--- config.mk ---
export PLATFORM = sky130hd
export DESIGN_NAME = r2i_queue
export DESIGN_NICKNAME = d
export VERILOG_FILES = /design/src/design/r2i_pkg.sv /design/src/design/r2i_queue.sv
export SDC_FILE = /design/constraint.sdc
export NUM_CORES = 1
export LEC_CHECK = 0
export ABC_AREA = 1
export BUFFER_PORTS_ARGS = -buffer_cell sky130_fd_sc_hd__buf_2
export CORE_MARGIN = 8
export CORE_UTILIZATION = 50
export DETAILED_ROUTE_END_ITERATION = 10
export GPL_TIMING_DRIVEN = 0
export MAX_ROUTING_LAYER = met4
export PLACE_DENSITY = 0.81
export SLEW_MARGIN = 20
export SYNTH_ARGS = -nofsm -noshare
export SYNTH_HDL_FRONTEND = slang
export SYNTH_SLANG_ARGS = --single-unit
--- constraint.sdc ---
create_clock -name clk_i -period 1.7 [get_ports clk_i]
set_clock_uncertainty 0.05 [all_clocks]
set_input_delay 0.34 -clock clk_i [delete_from_list [all_inputs] [get_ports clk_i]]
set_output_delay 0.34 -clock clk_i [all_outputs]
set_load 0.02 [all_outputs]
--- src/design/r2i_pkg.sv ---
// Shared types and constants for the raster 2-D IIR filter.
`timescale 1ns / 1ps
package r2i_pkg;

  localparam int MAX_WIDTH    = 1024;
  localparam int COL_W        = $clog2(MAX_WIDTH);
  localparam int WID_W        = COL_W + 1;
  localparam int LW_W         = 11;
  localparam int GAIN_W       = 16;
  localparam int PIX_W        = 8;
  localparam int CFG_W        = 16;
  localparam int CFG_IDX_W    = 2;
  localparam int PROD_W       = GAIN_W + PIX_W;
  localparam int ACC_W        = PROD_W + 3;
  localparam int FRAC_W       = 16;
  // stages between the line buffer read and its write-back
  localparam int HAZARD_DEPTH = 3;
  localparam int QUEUE_DEPTH  = 4;
  localparam int QPTR_W       = $clog2(QUEUE_DEPTH);
  localparam int QCNT_W       = $clog2(QUEUE_DEPTH + 1);

  localparam logic [LW_W-1:0]   LINE_WIDTH_RST    = LW_W'(1024);
  localparam logic [GAIN_W-1:0] INPUT_GAIN_RST    = GAIN_W'(655);
  localparam logic [GAIN_W-1:0] NEIGHBOR_GAIN_RST = GAIN_W'(58982);
  localparam logic [GAIN_W-1:0] DIAGONAL_GAIN_RST = GAIN_W'(53084);
  localparam logic [PIX_W-1:0]  PIX_MAX           = '1;

  typedef enum logic [CFG_IDX_W-1:0] {
    CFG_LINE_WIDTH    = 2'd0,
    CFG_INPUT_GAIN    = 2'd1,
    CFG_NEIGHBOR_GAIN = 2'd2,
    CFG_DIAGONAL_GAIN = 2'd3
  } cfg_idx_e;

  typedef struct packed {
    logic [GAIN_W-1:0] a;
    logic [GAIN_W-1:0] b;
    logic [GAIN_W-1:0] c;
  } r2i_gains_t;

  // one classified request on its way to the back end
  typedef struct packed {
    logic [PIX_W-1:0] pixel;
    logic [COL_W-1:0] col;
    logic             first_row;
    logic             last;
    logic             narrow;
  } r2i_item_t;

  typedef struct packed {
    logic             use_left;
    logic             last;
    logic [COL_W-1:0] col;
  } r2i_ctl_t;

endpackage

--- src/design/r2i_queue.sv ---
// Short request queue between the front and back ends.
`timescale 1ns / 1ps
module r2i_queue import r2i_pkg::*; (
  input  logic      clk_i,
  input  logic      rst_ni,
  input  logic      push_i,
  input  r2i_item_t item_i,
  input  logic      pop_i,
  output logic      full_o,
  output logic      empty_o,
  output r2i_item_t head_o
);

  r2i_item_t         slot_q [QUEUE_DEPTH];
  logic [QPTR_W-1:0] wr_q, rd_q;
  logic [QCNT_W-1:0] cnt_q;

  assign full_o  = cnt_q == QCNT_W'(QUEUE_DEPTH);
  assign empty_o = cnt_q == '0;
  assign head_o  = slot_q[rd_q];

  always_ff @(posedge clk_i) begin
    if (push_i) begin
      slot_q[wr_q] <= item_i;
    end
  end

  always_ff @(posedge clk_i or negedge rst_ni) begin
    if (!rst_ni) begin
      wr_q  <= '0;
      rd_q  <= '0;
      cnt_q <= '0;
    end else begin
      if (push_i) begin
        wr_q <= (wr_q == QPTR_W'(QUEUE_DEPTH - 1)) ? '0 : wr_q + QPTR_W'(1);
      end
      if (pop_i) begin
        rd_q <= (rd_q == QPTR_W'(QUEUE_DEPTH - 1)) ? '0 : rd_q + QPTR_W'(1);
      end
      case ({push_i, pop_i})
        2'b10:   cnt_q <= cnt_q + QCNT_W'(1);
        2'b01:   cnt_q <= cnt_q - QCNT_W'(1);
        default: cnt_q <= cnt_q;
      endcase
    end
  end

endmodule

## Yosys cells after proc, flatten, opt, wreduce, memory -nomap -nowiden

Memory sizes are Yosys's and may differ from the RTL's.
Index checks and enable logic that the tools add are counted.

| storage, ports and cells | value |
|---|---|
| flip-flop bits (word level) | 7 |
| input bits | 25 |
| logic and storage cells | 20 |
| memories | 1 |
| bits in latches | 0 |
| bits in writable memories | 84 |
| output and inout port bits | 23 |
| memory bits (read-only) | 0 |

Memories:

| name | words | bits a word | read ports | clocked after memory_dff | write ports | RTL line | text |
|---|---|---|---|---|---|---|---|
| slot_q | 4 | 21 | 1 | 0 | 1 | r2i_queue.sv:14 | `r2i_item_t slot_q [QUEUE_DEPTH];` |

| operators by class | value |
|---|---|
| divide/modulo/power cells | 0 |
| add/sub/neg operators | 4 |
| shift-type cells | 0 |
| multipliers | 0 |
| equality and inequality tests | 5 |
| bitwise gates (word level) | 0 |
| reduce and logical (&&, ||, !) cells | 2 |
| muxes and demuxes | 5 |
| $lt $le $gt $ge | 0 |

Operators by type and width:

| operator | number |
|---|---|
| 2-bit equality test, second input constant | 3 |
| 3-bit case mux with 2 select lines | 1 |
| 2-bit by 1-bit adder with 2-bit output, second input constant | 2 |
| 2-bit 2-to-1 mux | 2 |
| 3-bit by 1-bit adder with 3-bit output, second input constant | 1 |
| 3-bit equality test, second input constant | 1 |
| 3-bit zero test | 1 |
| 3-bit by 1-bit subtractor with 3-bit output, second input constant | 1 |
| 2-bit by 1-bit equality test with 1-bit output, second input constant | 1 |
| 1-bit 2-to-1 mux | 2 |
| 2-bit nonzero test | 1 |

## Logic depth before layout (Yosys ltp)

| depth | value |
|---|---|
| depth in word-level cells | 2 |
| depth in mapped cells | 10 |
| depth with buffers taken out | 9 |

## Least setup slack after synthesis

OpenSTA, ideal clock, no wires.

| timing | value |
|---|---|
| path kind | input -> register |
| start point | input port push_i |
| end point | register cnt_q[2] |
| buffers on the path | 1 |
| setup time | 0.117 ns |
| required time | 1.533 ns |
| data arrival time | 1.349 ns |
| stages on the path | 9 |
| setup slack | 0.184 ns |
| cells stage by stage | buf_2 > inv_1 > ha_1 > inv_1 > fa_1 > nand2_1 > nand3_1 > nand2_1 > nand2_1 |

| between the ends | value |
|---|---|
| longest elaborated chain between the ends | 2 |
| elaborated cells between the ends (all ways) | 4 |
| classes of those cells | eq/ne (2); mux (1); reduce/logical (1) |

RTL lines:

| element | RTL line | text |
|---|---|---|
| start, declared | r2i_queue.sv:6 | `input logic push_i,` |
| 2-bit by 1-bit equality test with 1-bit output / 2-bit equality test (equally long branches) | r2i_queue.sv:40 | `case ({push_i, pop_i})` |
| 3-bit case mux with 2 select lines / 2-bit nonzero test (equally long branches) | - |  |
| end signal, assigned | r2i_queue.sv:41 | `2'b10: cnt_q <= cnt_q + QCNT_W'(1);` |
| end signal, assigned | r2i_queue.sv:42 | `2'b01: cnt_q <= cnt_q - QCNT_W'(1);` |
| end signal, assigned | r2i_queue.sv:43 | `default: cnt_q <= cnt_q;` |
| end, declared | r2i_queue.sv:16 | `logic [QCNT_W-1:0] cnt_q;` |

Parallel ways exist; a longest one is shown, timed or not.
A chain may end at the register's enable or synchronous reset.

==> metrics.txt <==
syn_area_per_cell=13.1 um^2; routed len/inst=17.2 um; Mapped Nets=330; post-synthesis adder-cell area fraction=roughly 2.4%; Hold Crit Class=in2reg; ant diodes=0; Worst EP required=1.31 ns; number of global-route vias before repair=between 2000 and 3000; Endpoint, Worst Hold=slot_q[0][7]$_DFFE_PP_; Compound-Gate Fraction of Synth Area=12.3%; Hold Crit Start=item_i[7]; post-synthesis mux area share=0%; sequential fraction of the synthesis area=69.0%; # fillers=558; peak supply drop=1270 uV; DIE WIDTH=104 um; Simple-Gate Fraction of Synth Area=7.84%; grt ovf=0; die footprint=between 10000 and 15000 um^2; normalized max-slew margin=~80%; Max Freq=approximately 0.51 GHz; xor-xnor portion of the synthesized cell area=less than 1%; CTS Buf Count=9; Final nets=398; insertion delay to the later sink of the worst-skew pair=0.35 ns; PwrDens=1740 nW/um^2; utilization after layout=62.2%; total number of vias=2418; Rows=32; DRC Markers=0; clk root buf=clkbuf_8; final setup fails=21; Reg area=2700 um^2; Hold Slack=0.140 ns; failing checks=setup timing; Max-cap violations=0; Initial Util=51.1%; first-pass GRT wire length=between 10 and 15 mm; share of layout cells above drive strength 1=32.3%; DRT iter0 DRCs=between 150 and 200; Max Buffers Root-to-Sink=2; cell count of the worst reg-to-reg path=4; crit path max fanout=10; Slew Viols, Final=0; Final ANT Viol Nets=0; worst-margin pin slew=0.299 ns; CP Class=reg2out; Layout area overhead=21.6%; most frequent cells in the layout=edfxtp_1 (84), nand2_1 (73), inv_1 (51), buf_2 (43), o211ai_2 (27); RSZ-0062 raised after global routing=yes; status=finished with violations; Static Leak=1.99 nW; first-pass iteration count of the detailed router=4; GRT Util Overall=15.6%; Final WS setup=-0.253 ns; CP endpoint kind=primary output; Post-Syn Area=3910 um^2; TritonCTS clock tree=built; CTS sink cnt=just over 90; initial antenna violation count=0; most common cell after layout, fill and taps aside=edfxtp_1; Vias/cell=approximately 5.1; gp weighted congestion=approximately 0.72; Tmin final=between 1.5 and 2 ns; number of synthesis warnings=0; critical path arrival=1.56 ns; core area=7650 um^2; Synth cell types=19; Port Buffer Count=46; final wirelength=~8 mm; reg2reg start=wr_q[0]$_DFFE_PN0P_; pin count of the biggest net entering global routing=22; Die Y-Extent=104 um; Worst-path clk slew=0.09 ns; Worst R2R End=slot_q[0][17]$_DFFE_PP_; I/O pin count=48; WHS Path Cells=1; main combinational cell family by area after synthesis=compound AO/OA/AOI/OAI gates; Final Cycle Share=115%; CP startpoint kind=flop; post-DP HPWL=4.92 mm; post-synthesis instance total=between 200 and 300; endpoints failing hold=0; area of the multi-input gates=approximately 900 um^2; reg2reg setup slack=0.11 ns; H-tree Lvls=3; flops & latches, synth=91
==> state kept, by name (all words and copies together), names as in the netlist <==
| signal | cells |
|---|---|
| rd_q | 2 |
| wr_q | 2 |
| slot_q | 84 |
| cnt_q | 3 |
==> per-stage QoR <==
stage	TNS (ns)	setup slack [ns]	cell area (um^2)	power (W)	cells
6_report	-4.38	-0.253	4750	0.00828	473
3_5_place_dp	-9.90	-0.142	4270	0.00610	446
2_1_floorplan	0	0.184	3910	0.00516	298
5_1_grt	-6.10	-0.325	4750	0.00869	473
4_1_cts	-4.49	-0.230	4740	0.00831	471
3_3_place_gp	-7.51	-0.116	4270	0.00600	446
==> worst max path at each step <==
stage                        startpoint                     end  slack, ns  cells past startpoint
finish              rd_q[0]$_DFFE_PN0P_               head_o[4]      -0.25                      7
global route        rd_q[0]$_DFFE_PN0P_               head_o[7]      -0.32                      7
CTS                 rd_q[0]$_DFFE_PN0P_              head_o[18]      -0.23                      6
detailed placement  wr_q[1]$_DFFE_PN0P_  slot_q[1][3]$_DFFE_PP_      -0.14                      4
global placement    wr_q[1]$_DFFE_PN0P_  slot_q[1][3]$_DFFE_PP_      -0.12                      4
floorplan                        push_i    cnt_q[2]$_DFFE_PN0P_       0.18                      9
==> cells in the mapped netlist, drive strengths merged <==
master  count  share of area [%]
nand3       1               0.13
nand4       1               0.16
fa          1               0.51
nand2      75                7.2
nor2        1              0.096
edfxtp     84                 65
o21ai       5               0.64
ha          6                1.9
a21oi       1               0.13
o211ai     42                 12
buf        14                2.8
inv        57                5.5
dfrtp       7                4.5
xnor2       1               0.22
nor3        2               0.26
==> critical path, cell delays in order (launching register included) <==
cell and delay (ns):
dfrtp_1 0.41, inv_2 0.10, buf_6 0.13, buf_8 0.14, nand2_1 0.08, o211ai_1 0.11
nand2_1 0.07, buf_2 0.16
==> per-layer routing <==
| layer | vias to the layer above | GRT usage (%) | wire length [um] |
|---|---|---|---|
| met3 | 8 | 5.08 | 447 |
| met2 | 87 | 25.0 | 4120 |
| met1 | 1167 | 17.6 | 3450 |
| met4 | 0 | 6.10 | 93 |
| met5 | - | - | 0 |
| li1 | 1156 | - | - |
==> logic make-up after synthesis <==
kind of cell | Yosys count
adders and majority gates | 7
xor gates and xnor gates | 1
AOI/OAI and AO/OA | 48
and+or+nand+nor | 80
DFF | 91
buffers and inverters | 71
==> where the power goes <==
group	internal, W	leakage [nW]	switching [W]
clock	0.000974	0.117	0.000742
combinational	0.00135	1.02	0.00211
sequential	0.00293	0.856	0.000177
total	0.00525	1.99	0.00303
==> repair_timing <==
item,in CTS,in global routing
hold buffers,1,0
gates cloned,4,2
gates resized for setup,40,2
setup endpoints to repair,105,63
setup buffers,4,0
pin swaps,3,0
endpoints found under the hold margin,7,0
==> final cells by class <==
| type | instances | share of cell area, % |
|---|---|---|
| clock buffer | 9 | 2.61 |
| inverter | 57 | 4.82 |
| clock inverter | 7 | 2.42 |
| sequential | 91 | 56.7 |
| tap | 102 | 2.68 |
| buffer | 14 | 3.55 |
| timing repair buffer | 53 | 7.71 |
| multi-input combinational | 136 | 18.8 |
| timing repair inverter | 4 | 0.632 |
Note: power is estimated with default switching activity, not from simulation.
