## src/design/r2i_pkg.sv

```systemverilog
// Shared types and constants for the raster 2-D IIR filter.
`timescale 1ns / 1ps
package r2i_pkg;

  localparam int MAX_WIDTH    = 1024;
  localparam int COL_W        = $clog2(MAX_WIDTH);
  localparam int WID_W        = COL_W + 1;
  localparam int LW_W         = 11;
  localparam int GAIN_W       = 16;
  localparam int PIX_W        = 8;
  localparam int CFG_W        = 16;
  localparam int CFG_IDX_W    = 2;
  localparam int PROD_W       = GAIN_W + PIX_W;
  localparam int ACC_W        = PROD_W + 3;
  localparam int FRAC_W       = 16;
  // stages between the line buffer read and its write-back
  localparam int HAZARD_DEPTH = 3;
  localparam int QUEUE_DEPTH  = 4;
  localparam int QPTR_W       = $clog2(QUEUE_DEPTH);
  localparam int QCNT_W       = $clog2(QUEUE_DEPTH + 1);

  localparam logic [LW_W-1:0]   LINE_WIDTH_RST    = LW_W'(1024);
  localparam logic [GAIN_W-1:0] INPUT_GAIN_RST    = GAIN_W'(655);
  localparam logic [GAIN_W-1:0] NEIGHBOR_GAIN_RST = GAIN_W'(58982);
  localparam logic [GAIN_W-1:0] DIAGONAL_GAIN_RST = GAIN_W'(53084);
  localparam logic [PIX_W-1:0]  PIX_MAX           = '1;

  typedef enum logic [CFG_IDX_W-1:0] {
    CFG_LINE_WIDTH    = 2'd0,
    CFG_INPUT_GAIN    = 2'd1,
    CFG_NEIGHBOR_GAIN = 2'd2,
    CFG_DIAGONAL_GAIN = 2'd3
  } cfg_idx_e;

  typedef struct packed {
    logic [GAIN_W-1:0] a;
    logic [GAIN_W-1:0] b;
    logic [GAIN_W-1:0] c;
  } r2i_gains_t;

  // one classified request on its way to the back end
  typedef struct packed {
    logic [PIX_W-1:0] pixel;
    logic [COL_W-1:0] col;
    logic             first_row;
    logic             last;
    logic             narrow;
  } r2i_item_t;

  typedef struct packed {
    logic             use_left;
    logic             last;
    logic [COL_W-1:0] col;
  } r2i_ctl_t;

endpackage

```

## src/design/r2i_front.sv

```systemverilog
// Front end: accepts pixels and tags them with column, row and hazard flags.
`timescale 1ns / 1ps
module r2i_front import r2i_pkg::*; (
  input  logic            clk_i,
  input  logic            rst_ni,
  input  logic [LW_W-1:0] line_width_i,
  input  logic            in_valid_i,
  input  logic [PIX_W-1:0] pixel_in_i,
  input  logic            frame_start_i,
  input  logic            q_full_i,
  output logic            push_o,
  output r2i_item_t       item_o
);

  logic [COL_W-1:0] pos_q, pos_d;
  logic             first_q, first_d;
  logic [WID_W-1:0] w_eff;
  logic [COL_W-1:0] pos0, col;
  logic             first0, wrap, first, last;
  logic [WID_W-1:0] col_inc;

  // width of 0 acts as 1, above the buffer size as the buffer size
  always_comb begin
    if (line_width_i == '0) begin
      w_eff = WID_W'(1);
    end else if (32'(line_width_i) > MAX_WIDTH) begin
      w_eff = WID_W'(MAX_WIDTH);
    end else begin
      w_eff = WID_W'(line_width_i);
    end
  end

  always_comb begin
    pos0    = frame_start_i ? '0 : pos_q;
    first0  = frame_start_i ? 1'b1 : first_q;
    wrap    = {1'b0, pos0} >= w_eff;
    col     = wrap ? '0 : pos0;
    first   = wrap ? 1'b0 : first0;
    col_inc = {1'b0, col} + WID_W'(1);
    last    = col_inc >= w_eff;
    pos_d   = last ? '0 : col_inc[COL_W-1:0];
    first_d = last ? 1'b0 : first;
  end

  assign push_o           = in_valid_i && !q_full_i;
  assign item_o.pixel     = pixel_in_i;
  assign item_o.col       = col;
  assign item_o.first_row = first;
  assign item_o.last      = last;
  assign item_o.narrow    = w_eff <= WID_W'(HAZARD_DEPTH);

  always_ff @(posedge clk_i or negedge rst_ni) begin
    if (!rst_ni) begin
      pos_q   <= '0;
      first_q <= 1'b1;
    end else if (push_o) begin
      pos_q   <= pos_d;
      first_q <= first_d;
    end
  end

endmodule

```

## config.mk

```make
export PLATFORM = sky130hd
export DESIGN_NAME = r2i_front
export DESIGN_NICKNAME = d
export VERILOG_FILES = /design/src/design/r2i_pkg.sv /design/src/design/r2i_front.sv
export SDC_FILE = /design/constraint.sdc
export NUM_CORES = 1
export LEC_CHECK = 0
export BUFFER_PORTS_ARGS = -buffer_cell sky130_fd_sc_hd__buf_2
export CAP_MARGIN = 20
export CORE_AREA = 4 4 60 62
export DETAILED_ROUTE_END_ITERATION = 10
export DIE_AREA = 0 0 64 66
export GPL_ROUTABILITY_DRIVEN = 0
export GPL_TIMING_DRIVEN = 0
export PLACE_DENSITY = 0.78
export SYNTH_ARGS = -nofsm -noshare
export SYNTH_HDL_FRONTEND = slang
export SYNTH_SLANG_ARGS = --single-unit
```

## constraint.sdc

```tcl
create_clock -name clk_i -period 5.9 [get_ports clk_i]
set_input_delay 0.295 -clock clk_i [delete_from_list [all_inputs] [get_ports clk_i]]
set_output_delay 0.295 -clock clk_i [all_outputs]
set_load 0.02 [all_outputs]
```

; ---- Yosys cells after proc, flatten, opt, wreduce, memory -nomap -nowiden
; Index checks and enable logic that the tools add are counted.
[totals]
regBits = 11
output_inout_bits = 22
elab_cells = 18
[op_classes]
n_reduce_logical = 3
n_lt_le_gt_ge = 4
muxes = 8
addsub = 1
[op_table]
columns = operator, n
row1 = 2-to-1 mux 10 bit, 3
row2 = 2-to-1 mux 11 bit, 2
row3 = "adder 10 x 1 -> 11 bit, second input constant", 1
row4 = >= comparator 10 x 11 -> 1 bit, 1
row5 = >= comparator 11 bit, 1
row6 = "> comparator 11 bit, second input constant", 1
row7 = "<= comparator 11 x 2 -> 1 bit, second input constant", 1
row8 = zero test 11 bit, 1
row9 = 2-to-1 mux 1 bit, 3
row10 = logical AND 1 bit, 1
row11 = zero test 1 bit, 1

; ---- Depth between registers and ports, before layout
[logic_depth]
depth_word = 8
depth_mapped = 25
mapped_depth_nobuf = 23

; ---- Worst setup path before layout
; Ideal clock, no wire load.
[synth_path]
path_type = in2out
from = input port line_width_i[2]
to = output port item_o[1] in the netlist's numbering
arrival_ns = 4.726
slack_ns = 0.879
stages = 23
required_ns = 5.605
path_buffers = 3
path_cell_list = nor4_1 > nand2_1 > o31ai_1 > nand2_1 > ha_1 > a21o_1 > a31oi_1 > o21ai_1 > a21o_1 > clkbuf_1 > nor2b_1 > ha_1 > and3_4 > buf_6 > and3_4 > xnor2_1 > nor2_1 > ha_1 > nand4_1 > nor2_1 > a211oi_1 > o31ai_2 > buf_4
[synth_lines]
columns = element, line_no
row1 = from (decl), r2i_front.sv:6  ; input logic [LW_W-1:0] line_width_i,
row2 = to (decl), r2i_front.sv:12  ; output r2i_item_t item_o

; ---- Worst setup path after layout
[layout_path]
from = input port line_width_i[6]
to = output port item_o[1] in the netlist's numbering
[layout_between]
elab_chain_len = 7
elab_cells_between_ends = 8
classes_between = add/sub (1) / order compare (3) / mux (3) / reduce/logical (1)
[layout_lines]
columns = element, line_no
row1 = > comparator 11 bit, r2i_front.sv:26  ; end else if (32'(line_width_i) > MAX_WIDTH) begin
row2 = 2-to-1 mux 11 bit, r2i_front.sv:26
row3 = 2-to-1 mux 11 bit (*), r2i_front.sv:24  ; if (line_width_i == '0) begin
row4 = >= comparator 10 x 11 -> 1 bit, r2i_front.sv:36  ; wrap = {1'b0, pos0} >= w_eff;
row5 = 2-to-1 mux 10 bit, r2i_front.sv:37  ; col = wrap ? '0 : pos0;
row6 = adder 10 x 1 -> 11 bit, r2i_front.sv:39  ; col_inc = {1'b0, col} + WID_W'(1);
row7 = >= comparator 11 bit (*), r2i_front.sv:40  ; last = col_inc >= w_eff;
; Mark *: on every way between the ends. The rest lies on a longest branch, timed or not.

==> load_flow_metrics.sql <==
INSERT INTO impl_metrics (metric_group, metric, value, unit) VALUES
('run_status', 'run_status', 'finished, final reports clean', ''),
('critical_path', 'crit_path_max_fanout', '8', ''),
('floorplanning', 'start_util', '50.8', '%'),
('route', 'final_wl', '3520', 'µm'),
('critical_path', 'start_kind', 'input pin', ''),
('critical_path', 'crit_arrival', '5.09', 'ns'),
('route', 'num_vias', '1430', ''),
('hold_path', 'min-delay-path-class', 'in2async', ''),
('finish', 'final_layout_size_suffix_gt1_share', '29.1', '%'),
('run', 'max_cap_violations', '0', ''),
('finish', 'nets', '281', ''),
('global_route', 'gr-total-overflow', '0', ''),
('sta', 'post_route_fraction_of_the_period_consumed_by_the_critical_path', '91.3', '%'),
('floorplanning', 'pin_count', '46', ''),
('global_route', 'antenna_found_initial', '0', ''),
('logic_synthesis', 'yosysUniqueCellTypes', '44', ''),
('pwr', 'internal_power', '0.152', 'mW'),
('global_route', 'grt_first_pass_wirelength', '6100', 'µm'),
('sta', 'finalCriticalPeriod', '5.39', 'ns'),
('sta', 'finalSetupTns', '0', 'ns'),
('route', 'drt-vias-per-instance', '5.14', ''),
('critical_path', 'worst_path_dominant_cell_family', 'compound AO/OA/AOI/OAI gates', ''),
('critical_path', 'critical-path-slowest-cell', 'sky130_fd_sc_hd__o31ai_4', ''),
('pwr', 'ir_worst_vdd', '143', 'µV'),
('logic_synthesis', 'postSynthRegisterBits', '11', ''),
('pwr', 'power.leakage', '0.947', 'nW'),
('floorplanning', 'num_rows', '20', ''),
('floorplanning', 'floorplan.die_area', '0.00422', 'mm²'),
('sta', 'actual_transition_at_the_worst_max_transition_pin', '0.480', 'ns'),
('logic_synthesis', 'synth.avg_cell_area', '8.01', 'µm²'),
('sta', 'setup_viol', '0', ''),
('critical_path', 'cp_slowest_stage_delay', '0.46', 'ns'),
('logic_synthesis', 'synth-xor-area-share', '5.13', '%'),
('critical_path', 'timing.critical_path.buf_inv', '4', ''),
('global_route', 'globalRouteTotalUtil', '17.9', '%'),
('sta', 'fmax', '0.186', 'GHz'),
('cts', 'tritoncts.num_buffers', '3', ''),
('pwr', 'power.share.clock', '21.2', '%'),
('route', 'antenna_left', '0', ''),
('pwr', 'power_density', '134', 'mW/mm²'),
('route', 'drtPass1Iterations', '4', ''),
('logic_synthesis', 'mappedNetlistArea', '0.00154', 'mm²'),
('placed_design', 'place.detailed.hpwl', '2910', 'µm'),
('logic_synthesis', 'mapped_nets', '238', ''),
('cts', 'clock_sink_count', '11', ''),
('logic_synthesis', 'synth-simple-area-share', '30.9', '%'),
('pwr', 'p_seq_share', '36.4', '%'),
('logic_synthesis', 'synth.largest_area_cell', 'sky130_fd_sc_hd__ha_1', ''),
('route', 'drc', '0', ''),
('logic_synthesis', 'synth.yosys.warnings', '0', ''),
('cts', 'cts_tree', 'yes', ''),
('cts', 'clkSlewWorstSetupHoldPaths', '0.07', 'ns'),
('logic_synthesis', 'synth-edff-count', '0', ''),
('critical_path', 'endpoint_kind', 'output port', ''),
('critical_path', 'worstSetupPathType', 'in2out', ''),
('sta', 'finalClockSkew', '0.00394', 'ns'),
('logic_synthesis', 'synth_compound_area_share', '16.9', '%'),
('sta', 'grt_setup_unrepaired', 'false', ''),
('logic_synthesis', 'seq_area_frac_synth', '18.0', '%'),
('logic_synthesis', 'synth.top_cells.by_area', 'sky130_fd_sc_hd__ha_1, sky130_fd_sc_hd__dfrtp_1, sky130_fd_sc_hd__nand2_1', ''),
('sta', 'hold-worst-slack', '0.424', 'ns'),
('route', 'drt_iter0_markers', '32', ''),
('sta', 'report.final.slew_viol_count', '0', ''),
('global_route', 'first_global_vias', '1369', ''),
('finish', 'syn2layout_area_growth', '18.8', '%'),
('cts', 'insertion_delay', '0.27', 'ns'),
('floorplanning', 'horizontal_die_dimension', '64', 'µm'),
('pwr', 'netSwitchingFraction', '37.9', '%'),
('logic_synthesis', 'synth_adder_area_share', '17.9', '%'),
('logic_synthesis', 'yosysTopAreaCellShare', '17.9', '%'),
('logic_synthesis', 'postSynth.asyncResetShare', '100', '%');
## registers in the layout, summed over array words and instances (netlist names)
name / count
pos_q: 10
first_q: 1
## worst paths after layout
path	depth (start not counted)	to	slack [ns]	start
setup / recovery	24	item_o[1]	0.51	line_width_i[6]
hold / removal	2	pos_q[7]	0.42	rst_ni
setup reg to reg	21	first_q	1.40	pos_q[2]
hold reg to reg	2	pos_q[9]	0.48	pos_q[9]
max in group asynchronous	2	first_q	5.21	rst_ni
min in group clk_i	2	pos_q[9]	0.48	pos_q[9]
## cell usage after synthesis (2+ instances only)
| library cell | count |
|---|---|
| sky130_fd_sc_hd__a211oi_1 | 3 |
| sky130_fd_sc_hd__a21o_1 | 4 |
| sky130_fd_sc_hd__a21oi_1 | 9 |
| sky130_fd_sc_hd__and2_1 | 6 |
| sky130_fd_sc_hd__and2b_1 | 2 |
| sky130_fd_sc_hd__and3_4 | 3 |
| sky130_fd_sc_hd__buf_2 | 2 |
| sky130_fd_sc_hd__buf_4 | 10 |
| sky130_fd_sc_hd__clkbuf_1 | 4 |
| sky130_fd_sc_hd__dfrtp_1 | 10 |
| sky130_fd_sc_hd__ha_1 | 22 |
| sky130_fd_sc_hd__inv_1 | 3 |
| sky130_fd_sc_hd__inv_2 | 2 |
| sky130_fd_sc_hd__mux2i_1 | 3 |
| sky130_fd_sc_hd__nand2_1 | 23 |
| sky130_fd_sc_hd__nand2b_1 | 4 |
| sky130_fd_sc_hd__nand2b_4 | 2 |
| sky130_fd_sc_hd__nand3_1 | 4 |
| sky130_fd_sc_hd__nand4_1 | 3 |
| sky130_fd_sc_hd__nor2_1 | 23 |
| sky130_fd_sc_hd__nor2b_1 | 7 |
| sky130_fd_sc_hd__nor3_1 | 2 |
| sky130_fd_sc_hd__nor4_1 | 2 |
| sky130_fd_sc_hd__o21a_1 | 2 |
| sky130_fd_sc_hd__o21ai_0 | 6 |
| sky130_fd_sc_hd__o21ai_1 | 3 |
| sky130_fd_sc_hd__o31ai_1 | 3 |
| sky130_fd_sc_hd__or2_1 | 2 |
| sky130_fd_sc_hd__xnor2_1 | 7 |
| sky130_fd_sc_hd__xor2_1 | 2 |
## cells in the final DEF (no fill, tap or decap), drive strengths merged, types with 5 or more instances in the layout
cell type,n
a21oi,9
and2,6
buf,51
clkbuf,7
dfrtp,10
ha,22
inv,5
nand2,23
nand2b,6
nor2,23
nor2b,7
o21ai,9
xnor2,7
## layer usage
| metal | up-vias | global-route usage, % | wire (µm) |
|---|---|---|---|
| met5 | - | 0 | 0 |
| met4 | 0 | 5.39 | 17 |
| met3 | 2 | 1.87 | 203 |
| met2 | 44 | 29.8 | 1660 |
| met1 | 634 | 24.1 | 1640 |
| li1 | 750 | - | - |
## area by class of cell
type	count	area [µm²]
fillers	304	1200
multi-input cells	159	1140
flip-flops and latches	11	277
repair buffers	39	203
plain buffers	16	108
well taps	44	55.1
clock buffers	4	26.3
inverters	5	18.8
## per-stage QoR
| step | area [µm²] | cells | util [%] | setup slack [ns] |
|---|---|---|---|---|
| final | 1830 | 278 | 60.3 | 0.513 |
| after global routing | 1830 | 278 | 60.3 | 0.0322 |
| after CTS | 1810 | 278 | 59.9 | 0.0781 |
| after detailed placement | 1780 | 273 | 58.7 | 0.106 |
| after global placement | 1780 | 273 | 58.7 | 0.141 |
| after floorplan | 1540 | 192 | - | 0.879 |
## kinds of logic (layout without fill, tap and decap cells)
kind of cell               Yosys count  in the layout
adders and majority gates           22             22
muxes                                4              4
xor gates and xnor gates             9              9
and+or+nand+nor                     87             87
DFF                                 11             11
buffers and inverters               22             64
AOI/OAI and AO/OA                   37             37
## power groups by stage
stage | Combinational (mW) | Sequential, mW | Clock [mW]
6_report | 0.104 | 0.0890 | 0.0518
5_1_grt | 0.116 | 0.0904 | 0.0572
4_1_cts | 0.103 | 0.0890 | 0.0525
3_5_place_dp | 0.102 | 0.0905 | 0
3_3_place_gp | 0.0996 | 0.0902 | 0
2_1_floorplan | 0.0733 | 0.0889 | 0
## worst reg2reg max path, cell delays in order (launching register included)
cell and delay (ns):
sky130_fd_sc_hd__dfrtp_1 0.42, sky130_fd_sc_hd__inv_1 0.15, sky130_fd_sc_hd__nor2_1 0.07, sky130_fd_sc_hd__ha_1 0.32
sky130_fd_sc_hd__a21o_1 0.16, sky130_fd_sc_hd__a31oi_1 0.16, sky130_fd_sc_hd__o21ai_1 0.16, sky130_fd_sc_hd__a211oi_4 0.31
sky130_fd_sc_hd__and2_1 0.25, sky130_fd_sc_hd__ha_1 0.27, sky130_fd_sc_hd__and3_4 0.21, sky130_fd_sc_hd__buf_6 0.11
sky130_fd_sc_hd__and3_4 0.20, sky130_fd_sc_hd__and3_4 0.20, sky130_fd_sc_hd__and3_1 0.16, sky130_fd_sc_hd__ha_1 0.24
sky130_fd_sc_hd__o21a_1 0.11, sky130_fd_sc_hd__nor2_1 0.23, sky130_fd_sc_hd__a21o_1 0.16, sky130_fd_sc_hd__o31ai_4 0.13
sky130_fd_sc_hd__or2_1 0.26, sky130_fd_sc_hd__a21oi_1 0.15
## what timing repair did
item | 4_1_cts | 5_1_grt
gates resized for setup | 0 | 1
buffers inserted | 0 | 1
hold buffers | 1 | 0
endpoints found under the hold margin | 10 | 0
endpoints found under the setup margin | 0 | 1
(Power assumes the default switching activity.)
